==> src/hdl/varint_palette_index_decoder_macros.svh <==
// Assertion macros shared by the varint palette index decoder modules.
`ifndef VARINT_PALETTE_INDEX_DECODER_MACROS_SVH
`define VARINT_PALETTE_INDEX_DECODER_MACROS_SVH
`ifndef SYNTHESIS
// Checks a property at every rising clock edge outside reset.
`define VPID_ASSERT(label, clk, rst_n, prop) \
  label: assert property (@(posedge clk) disable iff (!rst_n) prop) \
    else $error("vpid assertion failed");
// Checks that a condition never holds outside reset.
`define VPID_ASSERT_NEVER(label, clk, rst_n, cond) \
  `VPID_ASSERT(label, clk, rst_n, !(cond))
`else
`define VPID_ASSERT(label, clk, rst_n, prop)
`define VPID_ASSERT_NEVER(label, clk, rst_n, cond)
`endif
`endif

==> src/hdl/vpid_pkg.sv <==
// Types and constants of the varint palette index decoder.
`default_nettype none
package vpid_pkg;

  // Width of the index counters.
  localparam int CountWidth = 24;

  // Configuration port.
  localparam int CfgIdxWidth  = 8;
  localparam int CfgDataWidth = 32;

  typedef enum logic [CfgIdxWidth-1:0] {
    CFG_INDEX_COUNT     = 8'd0,
    CFG_PALETTE_ENTRIES = 8'd1
  } cfg_reg_e;

  // Palette size and decoding widths.
  localparam int PaletteWidth = 17;
  localparam logic [PaletteWidth-1:0] PaletteMax = 17'h10000;
  localparam int GroupWidth = 7;
  localparam int AccWidth   = 32;
  localparam int PosWidth   = 3;
  localparam logic [PosWidth-1:0] MaxPos = 3'd4;
  localparam int IndexWidth = 16;

  // Queue between front and back; the depth must be a power of two.
  localparam int QueueDepth    = 2;
  localparam int QueuePtrWidth = $clog2(QueueDepth);
  localparam int QueueCntWidth = $clog2(QueueDepth + 1);

  typedef enum logic [1:0] {
    STATUS_INDEX     = 2'd0,
    STATUS_TRUNCATED = 2'd1,
    STATUS_OVERFLOW  = 2'd2,
    STATUS_RANGE     = 2'd3
  } status_e;

  typedef struct packed {
    logic [7:0] data_byte;
    logic       block_start;
    logic       end_of_data;
  } in_item_t;

  typedef struct packed {
    logic [IndexWidth-1:0] palette_index;
    status_e               status;
    logic                  last;
  } out_item_t;

  // A byte after classification by the front.
  typedef struct packed {
    logic [GroupWidth-1:0] group;
    logic                  cont;
    logic                  start;
    logic                  eod;
  } class_t;

  typedef struct packed {
    logic [CountWidth-1:0]   index_count;
    logic [PaletteWidth-1:0] palette_entries;
  } cfg_t;

endpackage
`default_nettype wire

==> src/hdl/vpid_front.sv <==
// Front of the decoder: accepts bytes, classifies them and queues them.
`default_nettype none
`include "varint_palette_index_decoder_macros.svh"
module vpid_front
  import vpid_pkg::*;
(
  input  wire logic     clk_i,
  input  wire logic     rst_ni,
  input  wire logic     in_valid_i,
  output logic          in_ready_o,
  input  wire in_item_t in_item_i,
  output logic          head_valid_o,
  output class_t        head_o,
  input  wire logic     pop_i
);

  class_t                   entry_q [QueueDepth];
  logic [QueuePtrWidth-1:0] wr_ptr_q, wr_ptr_d;
  logic [QueuePtrWidth-1:0] rd_ptr_q, rd_ptr_d;
  logic [QueueCntWidth-1:0] count_q, count_d;
  logic                     push;
  class_t                   cls;

  // Split the byte into its group and continuation bit.
  always_comb begin
    cls.group = in_item_i.data_byte[GroupWidth-1:0];
    cls.cont  = in_item_i.data_byte[7];
    cls.start = in_item_i.block_start;
    cls.eod   = in_item_i.end_of_data;
  end

  assign in_ready_o   = (count_q != QueueCntWidth'(QueueDepth));
  assign push         = in_valid_i && in_ready_o;
  assign head_valid_o = (count_q != '0);
  assign head_o       = entry_q[rd_ptr_q];

  // Queue pointers and fill level.
  always_comb begin
    wr_ptr_d = wr_ptr_q;
    rd_ptr_d = rd_ptr_q;
    count_d  = count_q;
    if (push) begin
      wr_ptr_d = wr_ptr_q + 1'b1;
    end
    if (pop_i) begin
      rd_ptr_d = rd_ptr_q + 1'b1;
    end
    if (push && !pop_i) begin
      count_d = count_q + 1'b1;
    end else if (!push && pop_i) begin
      count_d = count_q - 1'b1;
    end
  end

  always_ff @(posedge clk_i or negedge rst_ni) begin
    if (!rst_ni) begin
      wr_ptr_q <= '0;
      rd_ptr_q <= '0;
      count_q  <= '0;
    end else begin
      wr_ptr_q <= wr_ptr_d;
      rd_ptr_q <= rd_ptr_d;
      count_q  <= count_d;
    end
  end

  // Queue storage needs no reset.
  always_ff @(posedge clk_i) begin
    if (push) begin
      entry_q[wr_ptr_q] <= cls;
    end
  end

  `VPID_ASSERT_NEVER(a_pop_empty, clk_i, rst_ni, pop_i && (count_q == '0))
  `VPID_ASSERT(a_count_bound, clk_i, rst_ni, count_q <= QueueCntWidth'(QueueDepth))
  `VPID_ASSERT(a_no_push_full, clk_i, rst_ni, (count_q == QueueCntWidth'(QueueDepth)) |-> !push)

endmodule
`default_nettype wire

==> src/hdl/vpid_back.sv <==
// Back of the decoder: builds varint values and emits indices and errors.
`default_nettype none
`include "varint_palette_index_decoder_macros.svh"
module vpid_back
  import vpid_pkg::*;
(
  input  wire logic   clk_i,
  input  wire logic   rst_ni,
  input  wire cfg_t   cfg_i,
  input  wire logic   head_valid_i,
  input  wire class_t head_i,
  output logic        pop_o,
  output logic        out_valid_o,
  input  wire logic   out_ready_i,
  output out_item_t   out_item_o
);

  // Places a group at its position in the accumulator.
  function automatic logic [AccWidth-1:0] group_shift(logic [GroupWidth-1:0] g,
                                                      logic [PosWidth-1:0] pos);
    logic [AccWidth-1:0] r;
    case (pos)
      3'd0:    r = {25'b0, g};
      3'd1:    r = {18'b0, g, 7'b0};
      3'd2:    r = {11'b0, g, 14'b0};
      3'd3:    r = {4'b0, g, 21'b0};
      default: r = {g[3:0], 28'b0};
    endcase
    return r;
  endfunction

  logic [AccWidth-1:0]     acc_q, acc_d, acc_e, acc_n;
  logic [PosWidth-1:0]     pos_q, pos_d, pos_e;
  logic [CountWidth-1:0]   done_q, done_d, done_e, done_inc;
  logic                    fin_q, fin_d, fin_e;
  logic                    pend_q, pend_d;
  logic                    out_valid_q, out_valid_d;
  out_item_t               out_q, out_d;
  logic [PaletteWidth-1:0] pal;
  logic                    slot_free;
  logic                    emit;
  logic                    trunc2;
  logic                    out_of_range;
  out_item_t               res;
  out_item_t               trunc_item;

  assign slot_free = !out_valid_q || out_ready_i;
  assign pop_o     = head_valid_i && slot_free && !pend_q;

  // A block start clears the decoding state before the byte is used.
  always_comb begin
    acc_e    = head_i.start ? '0 : acc_q;
    pos_e    = head_i.start ? '0 : pos_q;
    done_e   = head_i.start ? '0 : done_q;
    fin_e    = head_i.start ? 1'b0 : fin_q;
    pal      = (cfg_i.palette_entries > PaletteMax) ? PaletteMax : cfg_i.palette_entries;
    acc_n    = acc_e | group_shift(head_i.group, pos_e);
    done_inc = done_e + 1'b1;
    out_of_range = (|acc_n[AccWidth-1:PaletteWidth]) || (acc_n[PaletteWidth-1:0] >= pal);
    trunc_item.palette_index = '0;
    trunc_item.status        = STATUS_TRUNCATED;
    trunc_item.last          = 1'b1;
  end

  // Decode step for the item at the head of the queue.
  always_comb begin
    acc_d  = acc_q;
    pos_d  = pos_q;
    done_d = done_q;
    fin_d  = fin_q;
    emit   = 1'b0;
    trunc2 = 1'b0;
    res.palette_index = '0;
    res.status        = STATUS_INDEX;
    res.last          = 1'b0;
    if (pop_o) begin
      acc_d  = acc_e;
      pos_d  = pos_e;
      done_d = done_e;
      fin_d  = fin_e;
      if (fin_e) begin
        // A finished block ignores the byte.
      end else if (pal == '0) begin
        emit       = 1'b1;
        res.status = STATUS_RANGE;
        res.last   = 1'b1;
        fin_d      = 1'b1;
      end else if (done_e >= cfg_i.index_count) begin
        fin_d = 1'b1;
      end else if (!head_i.cont) begin
        acc_d = '0;
        pos_d = '0;
        emit  = 1'b1;
        if (out_of_range) begin
          res.status = STATUS_RANGE;
          res.last   = 1'b1;
          fin_d      = 1'b1;
        end else begin
          done_d            = done_inc;
          res.palette_index = acc_n[IndexWidth-1:0];
          if (done_inc == cfg_i.index_count) begin
            res.last = 1'b1;
            fin_d    = 1'b1;
          end else if (head_i.eod) begin
            trunc2 = 1'b1;
            fin_d  = 1'b1;
          end
        end
      end else if (pos_e >= MaxPos) begin
        emit       = 1'b1;
        res.status = STATUS_OVERFLOW;
        res.last   = 1'b1;
        fin_d      = 1'b1;
      end else begin
        acc_d = acc_n;
        pos_d = pos_e + 1'b1;
        if (head_i.eod) begin
          emit  = 1'b1;
          res   = trunc_item;
          fin_d = 1'b1;
        end
      end
    end
  end

  // Output register; a pending truncation item goes out after its index.
  always_comb begin
    out_valid_d = out_valid_q;
    out_d       = out_q;
    pend_d      = pend_q;
    if (slot_free) begin
      if (pend_q) begin
        out_valid_d = 1'b1;
        out_d       = trunc_item;
        pend_d      = 1'b0;
      end else begin
        out_valid_d = pop_o && emit;
        out_d       = res;
        pend_d      = pop_o && trunc2;
      end
    end
  end

  always_ff @(posedge clk_i or negedge rst_ni) begin
    if (!rst_ni) begin
      acc_q       <= '0;
      pos_q       <= '0;
      done_q      <= '0;
      fin_q       <= 1'b0;
      pend_q      <= 1'b0;
      out_valid_q <= 1'b0;
    end else begin
      acc_q       <= acc_d;
      pos_q       <= pos_d;
      done_q      <= done_d;
      fin_q       <= fin_d;
      pend_q      <= pend_d;
      out_valid_q <= out_valid_d;
    end
  end

  always_ff @(posedge clk_i) begin
    out_q <= out_d;
  end

  assign out_valid_o = out_valid_q;
  assign out_item_o  = out_q;

  `VPID_ASSERT(a_pend_has_out, clk_i, rst_ni, pend_q |-> out_valid_q)
  `VPID_ASSERT(a_last_ends_block, clk_i, rst_ni, (pop_o && emit && res.last) |=> fin_q)
  `VPID_ASSERT(a_pend_no_rise_stalled, clk_i, rst_ni,
               (out_valid_q && !out_ready_i && !pend_q) |=> !pend_q)

endmodule
`default_nettype wire

==> src/hdl/varint_palette_index_decoder.sv <==
// A byte passes through the byte queue and the output register before its result is valid.
// Throughput: one byte per cycle while the queue has room and the output is not held off;
// an index and a truncation from one byte leave in turn through the single output register of the back end.
// Reset clears the configuration, the decoding state, the byte queue and the output
// valid flag; the block is ready for bytes as soon as reset is released.
// Top level of the varint palette index decoder.
`default_nettype none
module varint_palette_index_decoder
  import vpid_pkg::*;
(
  input  wire logic                    clk_i,
  input  wire logic                    rst_ni,
  input  wire logic                    in_valid_i,
  output logic                         in_ready_o,
  input  wire in_item_t                in_item_i,
  output logic                         out_valid_o,
  input  wire logic                    out_ready_i,
  output out_item_t                    out_item_o,
  input  wire logic                    cfg_valid_i,
  output logic                         cfg_ready_o,
  input  wire logic [CfgIdxWidth-1:0]  cfg_index_i,
  input  wire logic [CfgDataWidth-1:0] cfg_data_i
);

  cfg_t   cfg_q, cfg_d;
  logic   head_valid;
  class_t head;
  logic   pop;

  // Configuration registers; unknown indices are ignored.
  assign cfg_ready_o = 1'b1;

  always_comb begin
    cfg_d = cfg_q;
    if (cfg_valid_i) begin
      case (cfg_index_i)
        CFG_INDEX_COUNT:     cfg_d.index_count     = cfg_data_i[CountWidth-1:0];
        CFG_PALETTE_ENTRIES: cfg_d.palette_entries = cfg_data_i[PaletteWidth-1:0];
        default:             cfg_d = cfg_q;
      endcase
    end
  end

  always_ff @(posedge clk_i or negedge rst_ni) begin
    if (!rst_ni) begin
      cfg_q <= '0;
    end else begin
      cfg_q <= cfg_d;
    end
  end

  vpid_front u_front (
    .clk_i        (clk_i),
    .rst_ni       (rst_ni),
    .in_valid_i   (in_valid_i),
    .in_ready_o   (in_ready_o),
    .in_item_i    (in_item_i),
    .head_valid_o (head_valid),
    .head_o       (head),
    .pop_i        (pop)
  );

  vpid_back u_back (
    .clk_i        (clk_i),
    .rst_ni       (rst_ni),
    .cfg_i        (cfg_q),
    .head_valid_i (head_valid),
    .head_i       (head),
    .pop_o        (pop),
    .out_valid_o  (out_valid_o),
    .out_ready_i  (out_ready_i),
    .out_item_o   (out_item_o)
  );

endmodule
`default_nettype wire

==> config.mk <==
export PLATFORM = sky130hd
export DESIGN_NAME = varint_palette_index_decoder
export DESIGN_NICKNAME = d
export VERILOG_FILES = /design/src/hdl/vpid_pkg.sv /design/src/hdl/vpid_front.sv /design/src/hdl/vpid_back.sv /design/src/hdl/varint_palette_index_decoder.sv
export VERILOG_INCLUDE_DIRS = /design/src /design/src/hdl
export SDC_FILE = /design/constraint.sdc
export NUM_CORES = 1
export LEC_CHECK = 0
export BUFFER_PORTS_ARGS = -buffer_cell sky130_fd_sc_hd__clkbuf_2
export CAP_MARGIN = 30
export CORE_MARGIN = 1.5
export CORE_UTILIZATION = 35
export CTS_CLUSTER_SIZE = 25
export DETAILED_ROUTE_END_ITERATION = 8
export GPL_TIMING_DRIVEN = 1
export PLACE_DENSITY_LB_ADDON = 0.25
export SYNTH_ARGS = -nofsm -noshare
export SYNTH_HDL_FRONTEND = slang
export SYNTH_HIERARCHICAL = 1
export SYNTH_SLANG_ARGS = --single-unit
export TNS_END_PERCENT = 10
==> constraint.sdc <==
create_clock -name clk_i -period 6.3 [get_ports clk_i]
set_input_delay 1.26 -clock clk_i [delete_from_list [all_inputs] [get_ports clk_i]]
set_output_delay 1.26 -clock clk_i [all_outputs]
set_load 0.005 [all_outputs]
# [Word level (Yosys, flattened, before mapping)]
# Memories as Yosys holds them, arrays and structs flattened.
# Cells that the tools add are included.
[op_classes] addsub=6 bitwise_logic=2 reduce_logical=23 order_cmp=4 mux=59 n_eq_ne=6
[op_table] cell="two-way mux 32 bit" n=6
[op_table] cell="two-way mux 24 bit" n=6
[op_table] cell="one-hot mux 32 bit (4 select lines)" n=1
[op_table] cell="two-way mux 19 bit" n=2
[op_table] cell="two-way mux 16 bit" n=2
[op_table] cell="OR 32 bit" n=1
[op_table] cell="two-way mux 1 bit" n=27
[op_table] cell="adder 24 x 1 -> 24 bit, second input constant" n=1
[op_table] cell="equality test 24 bit" n=1
[op_table] cell=">= comparator 24 bit" n=1
[op_table] cell="two-way mux 3 bit" n=8
[op_table] cell=">= comparator 17 bit" n=1
[op_table] cell="> comparator 17 bit, second input constant" n=1
[op_table] cell="logical NOT 17 bit" n=1
[op_table] cell="two-way mux 17 bit" n=1
[op_table] cell="OR reduction 15 bit" n=1
[op_table] cell="two-way mux 2 bit" n=6
[op_table] cell="equality test 8 x 1 -> 1 bit, second input constant" n=1
[op_table] cell="logical NOT 8 bit" n=1
[op_table] cell="logical AND 1 bit" n=7
[op_table] cell="equality test 3 x 2 -> 1 bit, second input constant" n=2
[op_table] cell="OR reduction 5 bit" n=1
[op_table] cell="logical NOT 1 bit" n=4
[op_table] cell="AND reduction 2 bit" n=2
[op_table] cell="other kinds (12)" n=15
[word_totals] ram_bits=20 word_cells=116 regBits=126 output_inout_bits=22 mem_count=1 in_bits=55
[mem_list] name="u_front.entry_q" depth=2 width=10 read_ports=1 rd_ports_with_merged_regs=0 wr=1 line_no="vpid_front.sv:17" text="class_t entry_q [QueueDepth];"

# [Depth between registers and ports, before layout]
# An unclocked memory read counts as a cell.
[depth] depth_word=15 mapped_depth=21 depth_no_buf=16

# [By module]
# Netlist, hierarchy kept.
[by_module_without_submodules] mod="vpid_back" cells_per_inst=635 seq_area_each_um2=2122.0 n_inst=1 area_each_um2=5886.9
[by_module_without_submodules] mod="varint_palette_index_decoder" cells_per_inst=93 seq_area_each_um2=1026.0 n_inst=1 area_each_um2=1624.1
[by_module_without_submodules] mod="vpid_front" cells_per_inst=49 seq_area_each_um2=700.7 n_inst=1 area_each_um2=933.4

# [Least setup slack after synthesis]
# No wires, ideal clock.
[synth_path] path_type="reg2reg" startpoint="reg u_front.rd_ptr_q" endpoint="reg u_back.done_q[5]" setup_ns=0.136 stages_incl_launch_ff=21 arrival_ns=5.011 required_time_ns=6.164 n_path_buf=6 setup_slack_ns=1.153 synth_period_minus_slack_ns=5.147 cell_sequence="dfrtp_1 > buf_6 > mux2_2 > clkbuf_1 > clkinv_1 > clkbuf_1 > nand2_1 > ha_1 > and2_0 > clkbuf_1 > a22o_1 > ha_1 > and4_1 > a221o_1 > a2111oi_0 > o2111ai_4 > or4_1 > buf_4 > buf_6 > nor3_2 > nor3_1"
[synth_rtl] element="from (decl)" line_no="vpid_front.sv:19" text="logic [QueuePtrWidth-1:0] rd_ptr_q, rd_ptr_d;"
[synth_rtl] element="from (signal assigned)" line_no="vpid_front.sv:62" text="rd_ptr_q <= rd_ptr_d;"
[synth_rtl] element="to (signal assigned)" line_no="vpid_back.sv:155" text="done_q <= done_d;"
[synth_rtl] element="to (decl)" line_no="vpid_back.sv:34" text="logic [CountWidth-1:0] done_q, done_d, done_e, done_inc;"

==> results by group <==
Cells and area
  • Nets: between 900 and 1000
  • Fillers: around 2300
  • Ant. Diodes: 0
  • Post-route cell area: between 9000 and 10000 µm²
  • Layout cell share with drive strength beyond 1: a little over a fifth
  • Commonest non-fill, non-tap cells in the layout: dfrtp_1, clkbuf_2, nand2_1
  • Syn-to-layout area delta: 14.6%
  • Layout Cells excl Fill: 1164
  • Commonest non-fill, non-tap cell in the layout: dfrtp_1

GRT
  • Tot GR Track Use: 17.5%
  • Total grt overflow: 0
  • Initial antenna violation count: 0
  • Largest net degree at the start of global routing: 64
  • Global-route wire length before repair: 33500 µm
  • Vias in the first global route: roughly 6000

Detailed routing
  • DRC: 0
  • DRT iter0 DRCs: 463
  • First-pass DRT Iterations: 5
  • Wire length per cell: 17.8 µm
  • Routed Antenna Nets: 0
  • Drt via density: 5.34
  • DR vias: 6215
  • DRT Wirelength: 20700 µm

Yosys
  • Synth Area in XOR/XNOR: 4.67%
  • Ys Warns: 6
  • Top FF cell, synth: dfrtp_1
  • Complex-gate fraction of the synthesized area: 13.1%
  • Fraction of synthesized area in multiplexers: 7.48%
  • Synth Net Count: slightly below 900
  • Synth Instances: 777
  • Seq cells post-synth: ~150
  • Main combinational cell family by area after synthesis: simple AND/OR/NAND/NOR gates
  • Synth unique cells: 76
  • Avg Inst Size Synth: about 11 µm²
  • Synthesized area: 8440 µm²
  • Post-Synth Adder-Cell Area: 7.11%
  • Post-Synth Simple-Gate Area: between 10% and 20%
  • Post-synth EDFFs: 39
  • Asr flop ratio synth: between 70% and 80%
  • Seq/Total Area, Yosys: 45.6%

STA
  • Final cycle utilization of the critical path: 87.4%
  • Slew @ Worst Pin: between 0.8 and 0.9 ns
  • # setup viols final: 0
  • RSZ-0062 raised after global routing: false
  • Final TNS setup: 0 ns
  • Clock Skew: 0.0109 ns
  • Max Slew Vio Count: 0
  • Final worst path period need: ~5.5 ns
  • Max-slew headroom: 39.5%
  • WHS: ~0.48 ns
  • Fmax: approximately 180 MHz
  • Fin. Hold Viols: 0

Floorplanning
  • Core area: 23500 µm²
  • Die Ht: 158 µm
  • FP Rows: 56
  • Die area: 25100 µm²
  • IO Pins: 77
  • Die Wd: 158 µm
  • Initial core utilization: a little over a third

Worst hold path
  • Min-Delay Startpoint: u_back/acc_q[28]
  • Hold depth: 1
  • Hold Path End: u_back/acc_q[28]
  • Hold crit path type: reg -> reg

Setup path
  • Crit path cell chain: mux2_2 -> clkinv_1 -> nand2_1 -> ha_1 -> and2_0 -> a22o_1 -> ha_1 -> a21o_1 -> a21o_1 -> a221o_1 -> a2111oi_0 -> buf_4 -> o2111ai_4 -> or4_1 -> buf_4 -> nor4b_2 -> a311o_1
  • Critical Path End Type: register
  • CP Launch Type: register
  • Critical Path AT: 5.87 ns
  • Setup CP Type: reg -> reg
  • Worst R2R Start: u_front/rd_ptr_q
  • Req. time, crit path: 6.67 ns
  • R2r setup slk: 0.79 ns
  • Critical Path Max Stage Delay: 0.79 ns
  • WP buf/inv: 3
  • Crit-path slowest cell: or4_1
  • Max FO, Critical Path: 14
  • Delay-heaviest family, CP: compound AO/OA/AOI/OAI gates
  • R2R depth: 17
  • R2R Path End: u_back/done_q[2]

CTS
  • CTS tree: built
  • Cts bufs inserted: 17
  • Clk root buf: clkbuf_16
  • Postcts setup bufs: 0
  • Max Root-Sink Buffers: 2
  • CTS HTree Levels: 4
  • Clk pin slew, worst setup/hold paths: roughly 0.070 ns
  • Clock sink total: 146
  • Skew-Pair Late Insertion Delay: about 0.43 ns
  • CTS resizes: 0
  • Hold buffers post-CTS: 0

Power and ir drop
  • Total power: 3370 µW
  • Leakage: 0.00421 µW
  • Peak supply drop: 0.309 mV
  • PwrDens: about 350 nW/µm²

Place
  • DP Area: 9060 µm²
  • Routability congestion estimate: between 0.8 and 0.9
  • I/O Buffers: between 60 and 70
  • Hpwl dp: approximately 15000 µm
  • Placed cell count: roughly 1100

Outcome
  • Status: finished, final reports clean

Run
  • Max cap viols: 0
through the flow:
stage	setup slack, ns	utilization (%)
global route	0.498	41.1
global placement	0.803	38.4
floorplan	1.15	-
finish	0.793	41.1
CTS	0.809	41.0
detailed placement	0.847	38.5
power breakdown:
group          switching (µW)  total [µW]  internal (µW)
sequential               79.7        1200           1120
combinational             740        1160            419
clock                     451        1020            565
metal layers:
layer / global-route usage (%) / wire length [µm] / vias to the layer above
met3: 2.91 / 797 / 13
li1: - / - / 2987
met5: 0 / 0 / -
met1: 27.3 / 10900 / 3067
met2: 24.7 / 8890 / 148
met4: 4.72 / 169 / 0
synth_stat cells, types with 5 or more instances:
master	count	area, µm²
o21ai_0	14	70.1
nand3_1	13	65.1
nand4_1	21	131
a21oi_1	38	190
dfrtp_1	107	2680
nor4_1	18	113
and3_1	5	31.3
mux2_4	10	150
nor3_2	5	50.1
edfxtp_1	39	1170
nand2_1	57	214
nor2b_1	27	169
a22o_1	18	158
clkbuf_1	26	97.6
xor2_1	7	61.3
a32o_1	28	280
xnor2_1	38	333
and2_1	24	150
inv_1	41	154
buf_1	7	26.3
mux2_2	41	462
or4_1	5	37.5
nor2_1	26	97.6
a311oi_1	5	43.8
nor3_1	18	90.1
ha_1	48	601
cell type report:
class | count | area, µm² | area share [%]
sequential | 146 | 3850 | 39.8
clock buffer | 17 | 425 | 4.40
tap | 319 | 399 | 4.12
multi-input combinational | 545 | 4230 | 43.7
timing repair buffer | 80 | 455 | 4.71
clock inverter | 15 | 165 | 1.71
inverter | 42 | 158 | 1.63
state kept, by name, summed over array words and instances (netlist names):
| name | cells |
|---|---|
| u_back/pos_q | 3 |
| u_back/done_q | 24 |
| u_back/acc_q | 32 |
| u_back/fin_q | 1 |
| u_back/pend_q | 1 |
| u_front/count_q | 2 |
| u_front/wr_ptr_q | 1 |
| u_back/out_item_o | 19 |
| u_front/rd_ptr_q | 1 |
| cfg_q | 41 |
| u_back/out_valid_o | 1 |
| u_front/entry_q | 20 |
worst max-delay path by stage:
stage	from	to	slack (ns)	depth (start not counted)
after CTS	u_front/rd_ptr_q	u_back/done_q[2]	0.81	16
after global routing	u_front/rd_ptr_q	u_back/done_q[2]	0.50	17
after detailed placement	u_front/rd_ptr_q	u_back/done_q[2]	0.85	16
after floorplan	u_front/rd_ptr_q	u_back/done_q[5]	1.15	20
final	u_front/rd_ptr_q	u_back/done_q[2]	0.79	17
after global placement	u_front/rd_ptr_q	u_back/done_q[2]	0.80	16
cell families (layout without fill, tap and decap cells):
logic type                 Yosys count  count (layout)
AOI/OAI and AO/OA                  144             144
xor gates and xnor gates            45              45
adders and majority gates           48              48
buffers and inverters               86             154
DFF                                146             146
muxes                               53              53
other                                1               1
and+or+nand+nor                    254             254
Power figures use the tool's default switching activity.
